File: src/hw/rtl/mnc_pkg.sv
// Shared types, constants and the compare-exchange phase for the median filter.
`timescale 1ns / 1ps
`default_nettype none

package mnc_pkg;

    localparam int WIN_N    = 5;                  // samples per window, odd, 3..9
    localparam int SAMPLE_W = 10;
    localparam int RUN_W    = 16;
    localparam int FILL_W   = $clog2(WIN_N);
    localparam int SORT_CYC = (WIN_N + 1) / 2;    // two transposition phases per cycle
    localparam int CNT_W    = $clog2(SORT_CYC);
    localparam int MED_IDX  = WIN_N / 2;

    localparam logic [FILL_W-1:0] FILL_LAST = FILL_W'(WIN_N - 1);
    localparam logic [CNT_W-1:0]  CNT_LAST  = CNT_W'(SORT_CYC - 1);
    localparam logic [RUN_W-1:0]  RUN_MAX   = '1;

    localparam logic [SAMPLE_W-1:0] CLIP_RESET  = SAMPLE_W'(1015);
    localparam logic [RUN_W-1:0]    LIMIT_RESET = RUN_W'(10);

    // configuration register indexes
    localparam logic CFG_CLIP  = 1'b0;
    localparam logic CFG_LIMIT = 1'b1;

    typedef logic [SAMPLE_W-1:0] t_sample;
    typedef t_sample [WIN_N-1:0] t_window;

    typedef struct packed {
        logic    en;
        t_window data;
    } t_q_wr;

    typedef struct packed {
        logic    avail;
        t_window data;
    } t_q_rd;

    typedef enum logic [1:0] {
        BK_IDLE,
        BK_SORT,
        BK_DONE
    } t_back_state;

    // One phase of odd-even transposition sort: compare-exchange the pairs
    // that start at the given parity.
    function automatic t_window sort_phase(t_window w, logic odd);
        t_window r;
        r = w;
        for (int i = 0; i < WIN_N - 1; i++) begin
            if ((i % 2 == 1) == odd && w[i] > w[i+1]) begin
                r[i]   = w[i+1];
                r[i+1] = w[i];
            end
        end
        return r;
    endfunction

endpackage

`default_nettype wire

File: src/hw/rtl/mnc_front.sv
// Front end: accepts samples, collects windows and pushes each full window to the queue.
`timescale 1ns / 1ps
`default_nettype none

module mnc_front
    import mnc_pkg::*;
(
    input  wire logic    i_clk,
    input  wire logic    i_rst_n,
    input  wire logic    i_in_valid,
    output logic         o_in_stall,
    input  wire t_sample i_sample,
    input  wire logic    i_q_full,
    output t_q_wr        o_q_wr
);

    logic [FILL_W-1:0]         r_fill;
    logic [FILL_W-1:0]         n_fill;
    t_sample [WIN_N-2:0]       r_taps;
    logic                      w_accept;
    logic                      w_last;

    assign w_last     = (r_fill == FILL_LAST);
    // hold the closing sample until the queue has room for its window
    assign o_in_stall = w_last && i_q_full;
    assign w_accept   = i_in_valid && !o_in_stall;

    assign o_q_wr.en   = w_accept && w_last;
    assign o_q_wr.data = {r_taps, i_sample};

    always_comb begin
        n_fill = r_fill;
        if (w_accept) begin
            n_fill = w_last ? '0 : r_fill + 1'b1;
        end
    end

    always_ff @(posedge i_clk) begin
        if (!i_rst_n) begin
            r_fill <= '0;
        end else begin
            r_fill <= n_fill;
        end
    end

    // window taps: order does not matter to the median
    always_ff @(posedge i_clk) begin
        if (w_accept) begin
            r_taps <= {r_taps[WIN_N-3:0], i_sample};
        end
    end

endmodule

`default_nettype wire

File: src/hw/rtl/mnc_queue.sv
// Two-entry window queue between the front end and the sorting back end.
`timescale 1ns / 1ps
`default_nettype none

module mnc_queue
    import mnc_pkg::*;
(
    input  wire logic  i_clk,
    input  wire logic  i_rst_n,
    input  wire t_q_wr i_q_wr,
    output logic       o_q_full,
    input  wire logic  i_q_pop,
    output t_q_rd      o_q_rd
);

    t_window    r_entry [2];
    logic       r_wr_ptr;
    logic       r_rd_ptr;
    logic [1:0] r_count;
    logic [1:0] n_count;

    assign o_q_full     = r_count[1];
    assign o_q_rd.avail = (r_count != 2'd0);
    assign o_q_rd.data  = r_entry[r_rd_ptr];

    always_comb begin
        n_count = r_count;
        if (i_q_wr.en && !i_q_pop) begin
            n_count = r_count + 2'd1;
        end else if (!i_q_wr.en && i_q_pop) begin
            n_count = r_count - 2'd1;
        end
    end

    always_ff @(posedge i_clk) begin
        if (!i_rst_n) begin
            r_wr_ptr <= 1'b0;
            r_rd_ptr <= 1'b0;
            r_count  <= 2'd0;
        end else begin
            r_count <= n_count;
            if (i_q_wr.en) begin
                r_wr_ptr <= ~r_wr_ptr;
            end
            if (i_q_pop) begin
                r_rd_ptr <= ~r_rd_ptr;
            end
        end
    end

    always_ff @(posedge i_clk) begin
        if (i_q_wr.en) begin
            r_entry[r_wr_ptr] <= i_q_wr.data;
        end
    end

endmodule

`default_nettype wire

File: src/hw/rtl/mnc_back.sv
// Back end: sorts each window, updates the clip streak and holds the result register.
`timescale 1ns / 1ps
`default_nettype none

module mnc_back
    import mnc_pkg::*;
(
    input  wire logic              i_clk,
    input  wire logic              i_rst_n,
    input  wire t_q_rd             i_q_rd,
    output logic                   o_q_pop,
    input  wire t_sample           i_clip,
    input  wire logic [RUN_W-1:0]  i_limit,
    output logic                   o_out_valid,
    input  wire logic              i_out_stall,
    output t_sample                o_median_value,
    output logic                   o_pegged,
    output logic                   o_streak_alarm,
    output logic [RUN_W-1:0]       o_streak_count
);

    t_back_state       r_state;
    t_back_state       n_state;
    logic [CNT_W-1:0]  r_cnt;
    t_window           r_win;
    logic [RUN_W-1:0]  r_run;
    logic [RUN_W-1:0]  n_run;
    logic              r_out_valid;
    t_sample           r_med;
    logic              r_peg;
    logic              r_alarm;
    logic              n_peg;
    logic              n_alarm;
    logic              w_out_free;
    logic              w_load;
    logic              w_pop;

    assign w_out_free = !r_out_valid || !i_out_stall;

    // control outputs
    always_comb begin
        w_load = 1'b0;
        w_pop  = 1'b0;
        unique case (r_state)
            BK_IDLE: begin
                w_pop = i_q_rd.avail;
            end
            BK_SORT: begin
                w_pop = 1'b0;
            end
            BK_DONE: begin
                w_load = w_out_free;
                w_pop  = w_out_free && i_q_rd.avail;
            end
            default: begin
                w_load = 1'b0;
                w_pop  = 1'b0;
            end
        endcase
    end

    // next state
    always_comb begin
        n_state = r_state;
        unique case (r_state)
            BK_IDLE: begin
                if (w_pop) n_state = BK_SORT;
            end
            BK_SORT: begin
                if (r_cnt == CNT_LAST) n_state = BK_DONE;
            end
            BK_DONE: begin
                if (w_pop) begin
                    n_state = BK_SORT;
                end else if (w_load) begin
                    n_state = BK_IDLE;
                end
            end
            default: n_state = BK_IDLE;
        endcase
    end

    // streak update from the sorted window
    always_comb begin
        n_peg   = (r_win[MED_IDX] >= i_clip);
        n_run   = r_run;
        n_alarm = 1'b0;
        if (n_peg) begin
            if (r_run != RUN_MAX) begin
                n_run   = r_run + 1'b1;
                n_alarm = (n_run == i_limit);
            end
        end else begin
            n_run = '0;
        end
    end

    always_ff @(posedge i_clk) begin
        if (!i_rst_n) begin
            r_state     <= BK_IDLE;
            r_cnt       <= '0;
            r_run       <= '0;
            r_out_valid <= 1'b0;
        end else begin
            r_state <= n_state;
            if (w_pop) begin
                r_cnt <= '0;
            end else if (r_state == BK_SORT) begin
                r_cnt <= r_cnt + 1'b1;
            end
            if (w_load) begin
                r_run       <= n_run;
                r_out_valid <= 1'b1;
            end else if (!i_out_stall) begin
                r_out_valid <= 1'b0;
            end
        end
    end

    always_ff @(posedge i_clk) begin
        if (w_pop) begin
            r_win <= i_q_rd.data;
        end else if (r_state == BK_SORT) begin
            r_win <= sort_phase(sort_phase(r_win, 1'b0), 1'b1);
        end
        if (w_load) begin
            r_med   <= r_win[MED_IDX];
            r_peg   <= n_peg;
            r_alarm <= n_alarm;
        end
    end

    assign o_q_pop        = w_pop;
    assign o_out_valid    = r_out_valid;
    assign o_median_value = r_med;
    assign o_pegged       = r_peg;
    assign o_streak_alarm = r_alarm;
    assign o_streak_count = r_run;

    a_pop_avail: assert property (@(posedge i_clk) disable iff (!i_rst_n)
        o_q_pop |-> i_q_rd.avail)
        else $error("window popped from an empty queue");

    a_clear_run: assert property (@(posedge i_clk) disable iff (!i_rst_n)
        o_out_valid && !o_pegged |-> o_streak_count == '0)
        else $error("streak not cleared by a median below threshold");

    a_alarm_limit: assert property (@(posedge i_clk) disable iff (!i_rst_n)
        o_out_valid && o_streak_alarm |-> o_pegged && o_streak_count == i_limit)
        else $error("alarm raised away from the streak limit");

    a_load_done: assert property (@(posedge i_clk) disable iff (!i_rst_n)
        w_load |-> r_state == BK_DONE && w_out_free)
        else $error("result loaded before sort finished or over a held result");

endmodule

`default_nettype wire

File: src/hw/rtl/median_of_n_with_clip_streak.sv
// Top level of the windowed median filter with full-scale clip streak alarm.
`timescale 1ns / 1ps
`default_nettype none

// Samples are taken one per cycle on the input channel, unless it is stalled, and
// grouped into windows of WIN_N samples (5). The closing sample of each window pushes
// the whole window into a two-entry queue; the back end pops it, sorts it with
// odd-even transposition, two phases per cycle, and loads the result register, popping
// the next waiting window as it loads. Each result carries the median, whether it is
// at or above clip_threshold, the saturating count of consecutive pegged windows and
// a one-window alarm when that count first reaches streak_limit. The input stalls only
// on a closing sample while the queue is full.
// Register 0 is clip_threshold (bits 9:0 of the write data), register 1 streak_limit;
// write them only while the block is idle.
module median_of_n_with_clip_streak
    import mnc_pkg::*;
(
    input  wire logic              i_clk,
    input  wire logic              i_rst_n,
    input  wire logic              i_in_valid,
    output logic                   o_in_stall,
    input  wire logic [SAMPLE_W-1:0] i_sample,
    output logic                   o_out_valid,
    input  wire logic              i_out_stall,
    output logic [SAMPLE_W-1:0]    o_median_value,
    output logic                   o_pegged,
    output logic                   o_streak_alarm,
    output logic [RUN_W-1:0]       o_streak_count,
    input  wire logic              i_cfg_we,
    input  wire logic              i_cfg_idx,
    input  wire logic [RUN_W-1:0]  i_cfg_wdata
);

    t_sample           r_clip;
    logic [RUN_W-1:0]  r_limit;
    t_q_wr             w_q_wr;
    t_q_rd             w_q_rd;
    logic              w_q_full;
    logic              w_q_pop;

    always_ff @(posedge i_clk) begin
        if (!i_rst_n) begin
            r_clip  <= CLIP_RESET;
            r_limit <= LIMIT_RESET;
        end else if (i_cfg_we) begin
            unique case (i_cfg_idx)
                CFG_CLIP:  r_clip  <= i_cfg_wdata[SAMPLE_W-1:0];
                CFG_LIMIT: r_limit <= i_cfg_wdata;
                default:   r_limit <= r_limit;
            endcase
        end
    end

    mnc_front u_front (
        .i_clk      (i_clk),
        .i_rst_n    (i_rst_n),
        .i_in_valid (i_in_valid),
        .o_in_stall (o_in_stall),
        .i_sample   (i_sample),
        .i_q_full   (w_q_full),
        .o_q_wr     (w_q_wr)
    );

    mnc_queue u_queue (
        .i_clk    (i_clk),
        .i_rst_n  (i_rst_n),
        .i_q_wr   (w_q_wr),
        .o_q_full (w_q_full),
        .i_q_pop  (w_q_pop),
        .o_q_rd   (w_q_rd)
    );

    mnc_back u_back (
        .i_clk          (i_clk),
        .i_rst_n        (i_rst_n),
        .i_q_rd         (w_q_rd),
        .o_q_pop        (w_q_pop),
        .i_clip         (r_clip),
        .i_limit        (r_limit),
        .o_out_valid    (o_out_valid),
        .i_out_stall    (i_out_stall),
        .o_median_value (o_median_value),
        .o_pegged       (o_pegged),
        .o_streak_alarm (o_streak_alarm),
        .o_streak_count (o_streak_count)
    );

endmodule

`default_nettype wire

File: config.mk
export PLATFORM = sky130hd
export DESIGN_NAME = median_of_n_with_clip_streak
export DESIGN_NICKNAME = d
export VERILOG_FILES = /design/src/hw/rtl/mnc_pkg.sv /design/src/hw/rtl/mnc_front.sv /design/src/hw/rtl/mnc_queue.sv /design/src/hw/rtl/mnc_back.sv /design/src/hw/rtl/median_of_n_with_clip_streak.sv
export SDC_FILE = /design/constraint.sdc
export NUM_CORES = 1
export LEC_CHECK = 0
export BUFFER_PORTS_ARGS = -buffer_cell sky130_fd_sc_hd__buf_4
export CORE_MARGIN = 5
export CORE_UTILIZATION = 31
export CTS_BUF_LIST = sky130_fd_sc_hd__clkbuf_8
export DETAILED_ROUTE_END_ITERATION = 7
export GPL_TIMING_DRIVEN = 0
export SLEW_MARGIN = 20
export SYNTH_ARGS = -nofsm -noshare
export SYNTH_HDL_FRONTEND = slang
export SYNTH_HIERARCHICAL = 1
export SYNTH_SLANG_ARGS = --single-unit
File: constraint.sdc
create_clock -name i_clk -period 5.07 [get_ports i_clk]
set_clock_uncertainty 0.15 [all_clocks]
set_input_delay 0.2535 -clock i_clk [delete_from_list [all_inputs] [get_ports i_clk]]
set_output_delay 0.2535 -clock i_clk [all_outputs]
set_load 0.1 [all_outputs]
==> impl_results.md <==
- Clock Root Buffer: clkbuf_8
- Synth top area share: 0.511
- Gr usage total: 0.126
- Die Area: 0.0423 mm2
- Power Density: 636 mW/mm2
- Async set or reset register ratio after synthesis: 0
- Flops & latches, synth: 257
- CTS max path bufs: 3
- WL final: between 20,000 and 30,000 um
- Core Region: ~0.038 mm2
- Die H: 206 um
- H-tree depth: 2
- Crit-path max cell delay: roughly 0.53 ns
- Fin crit period: 4.67 ns
- WP data arrival: 4.76 ns
- Die X: 206 um
- Via density: 4.67
- EDFF count, synth: 202
- Cells after Synth: 947
- Top post-synthesis cells by area: edfxtp_1 51%, dfxtp_1 9.3%, ha_1 5.8%, mux2_2 4.5%, mux2i_1 2.6%
- CP max-delay cell: edfxtp_1
- Nets: 1,183
- WP buf/inv: 3
- Vias in the first global route: ~8,000
- Top-count cell post-synth: edfxtp_1
- Critical path endpoint category: flip-flop
- Worst vdd ir: 0.482 mV
- TritonCTS clock tree: built
- Reg clk slew, reported paths: 0.06 ns
- Critical Path RT: 5.16 ns
- RSZ-0062 raised after global routing: no
- Post-Layout Cell Count: 1,640
- Synthesis-to-finish area growth: 20.2%
- Slew Limit Fails: 0
- Final hold viol count: 0
- Dominant synthesized flop cell: edfxtp_1
- Placed cell count: around 1,500
- Worst-path cell chain: ha_1, nand2_1, o21ai_0, nand2b_1, nand2_1, a31oi_1, buf_2, mux2i_1, inv_1, ha_1, nand4_1, nor2_1, a211oi_1, o21ai_0, a21o_1, clkbuf_1, and2_2
- CP Max Fanout: 10
- Yosys cell types: 60
- Starting DRT DRC Count: between 300 and 400
- Sequential fraction of the synthesis area: 0.604
- Synthesized area: 0.0119 mm2
- Via Count: 7,666
- CTS Sinks: around 260
- # port buffers: 60
- Mapped Nets: 1,034
- Max-cap violations: 0
- Leak: 0.00555 uW
- Cell taking the most area after synthesis: edfxtp_1
- Post-synth top cells: 202 x edfxtp_1, 79 x inv_1, 79 x nand2_1, 55 x dfxtp_1, 55 x ha_1
- Rows: 71
- Setup Viol. Count Final: 0
- Setup Fix Bufs, Post-CTS: 0
- Setup CP Type: reg2reg
- Hold WC Path Type: in2reg
- Final Cell Area: 0.0143 mm2
- Outcome: finished clean
- First-pass iteration count of the detailed router: 5
- Antenna violations before repair: 0
- Gr ovfl total: 0
- ANT cells: 0
- Top-level port count: 62
- Post-DP Area: 0.0131 mm2
- Critical Path Start Type: flip-flop
- Tcrit/Tclk final: 0.922
- DRC Markers: 0
- Clk_lat worst skew: 0.58 ns
- Hpwl dp: 19,400 um
- Yosys warns: 6
- Worst Max-Slew Pin Slew: 0.750 ns
- Achievable Freq: 0.214 GHz
- Max-slew headroom: 0.496
- Pin count of the biggest net entering global routing: 51
- Post-DRT Antenna Nets: 0
- CTS Buf Count: 45
- Avg Cell Area, Syn: 12.5 um2
- Share of cells above drive strength 1: 0.188
- Routability cong.: 0.845
- Cell family with the largest share of critical-path delay: simple AND/OR/NAND/NOR gates
- First-pass GRT wire length: 42,400 um
- Initial Util: 0.314
- Per-cell routed wire length: 16.5 um
repair_timing:
item | in CTS | in global routing
hold buffers | 38 | 0
endpoints found under the setup margin | 0 | 10
gates resized for setup | 0 | 1
endpoints found under the hold margin | 64 | 0
power by group:
part / internal [uW] / total, uW / switching (uW)
clock network: 902 / 1750 / 845
logic: 1640 / 4110 / 2470
registers: 2970 / 3220 / 260
placed cells by master (no fill, tap or decap), drive strengths merged, types with 3 or more instances in the layout:
cell and instances:
mux2i 31, o221ai 10, o21a 3, ha 55, inv 104, a221oi 22, nor3 4, nor4 3
xnor2 19, a211oi 4, buf 98, clkinv 10, o21ai 42, mux2 51, dlygate4sd3 38, xor2 12
and3 6, dfxtp 55, a21oi 16, nand3b 9, or3 5, o211ai 19, a31oi 3, nor2b 11
nand2 79, a21o 10, edfxtp 202, o31ai 7, nand2b 7, a21boi 3, nor2 42, nand3 32
clkbuf 65, and2 9, nand4 28
worst paths after layout:
check                               startpoint                          endpoint  slack, ns  cells after the start
setup / recovery    u_back/r_win[29]$_DFFE_PP_        u_back/r_win[46]$_DFFE_PP_       0.40                     17
hold / removal                     i_out_stall   u_back/o_out_valid$_SDFFE_PN0P_       0.05                      3
setup reg to reg    u_back/r_win[29]$_DFFE_PP_        u_back/r_win[46]$_DFFE_PP_       0.40                     17
hold reg to reg   u_front/o_q_wr[44]$_DFFE_PP_  u_queue/r_entry[0][44]$_DFFE_PP_       0.29                      0
final cells by class:
cell class	count	area (um2)
Fill cell	3669	23500
Tap cell	511	639
Buffer	53	315
Clock inverter	34	193
Sequential cell	257	7170
Timing Repair Buffer	102	917
Inverter	81	304
Multi-Input combinational cell	556	4100
Clock buffer	46	633
stage by stage:
stage | setup WS (ns) | setup TNS, ns | util | hold slack, ns | total power (uW)
4_1_cts | 0.272 | 0 | 0.378 | 0.00447 | 9170
2_1_floorplan | 1.22 | 0 | - | 0.202 | 6220
6_report | 0.398 | 0 | 0.378 | 0.0479 | 9080
3_5_place_dp | 0.345 | 0 | 0.346 | 0.284 | 7340
5_1_grt | 0.0527 | 0 | 0.378 | 0.0527 | 9830
3_3_place_gp | -0.313 | -15.66 | 0.343 | 0.274 | 7220
metal layers:
layer,wire length [um],global-route usage,up-vias
met5,0,0,-
met4,506,0.0366,0
met3,1270,0.0251,40
met2,12800,0.211,168
met1,12400,0.167,3666
li1,-,-,3792
state kept, by name, summed over array words and instances, names as in the netlist, 2 cells and up, named ones only:
name                   count
r_limit                   16
u_back/o_streak_count     16
u_queue/r_count            2
u_front/r_fill             3
u_back/r_state             2
r_clip                    10
u_back/r_cnt               2
u_queue/r_entry          100
u_back/r_win              50
u_front/o_q_wr            40
u_back/o_median_value     10
cells by family (layout without fill, tap and decap cells):
kind of cell,after synthesis,after routing,synth area share
compound gates,148,148,0.0872
xor+xnor,31,31,0.0229
fa+ha+maj,55,55,0.0580
buf+inv,134,316,0.0522
flops,257,257,0.604
mux,82,82,0.0746
simple gates,240,240,0.101
worst register-to-register path: stages (launching register included):
cell and delay (ns):
edfxtp_1 0.53, ha_1 0.39, nand2_1 0.06, o21ai_0 0.21, nand2b_1 0.15, nand2_1 0.06
a31oi_1 0.18, buf_2 0.33, mux2i_1 0.38, inv_1 0.09, ha_1 0.31, nand4_1 0.12
nor2_1 0.14, a211oi_1 0.06, o21ai_0 0.25, a21o_1 0.18, clkbuf_1 0.36, and2_2 0.39
Power figures use the tool's default switching activity.
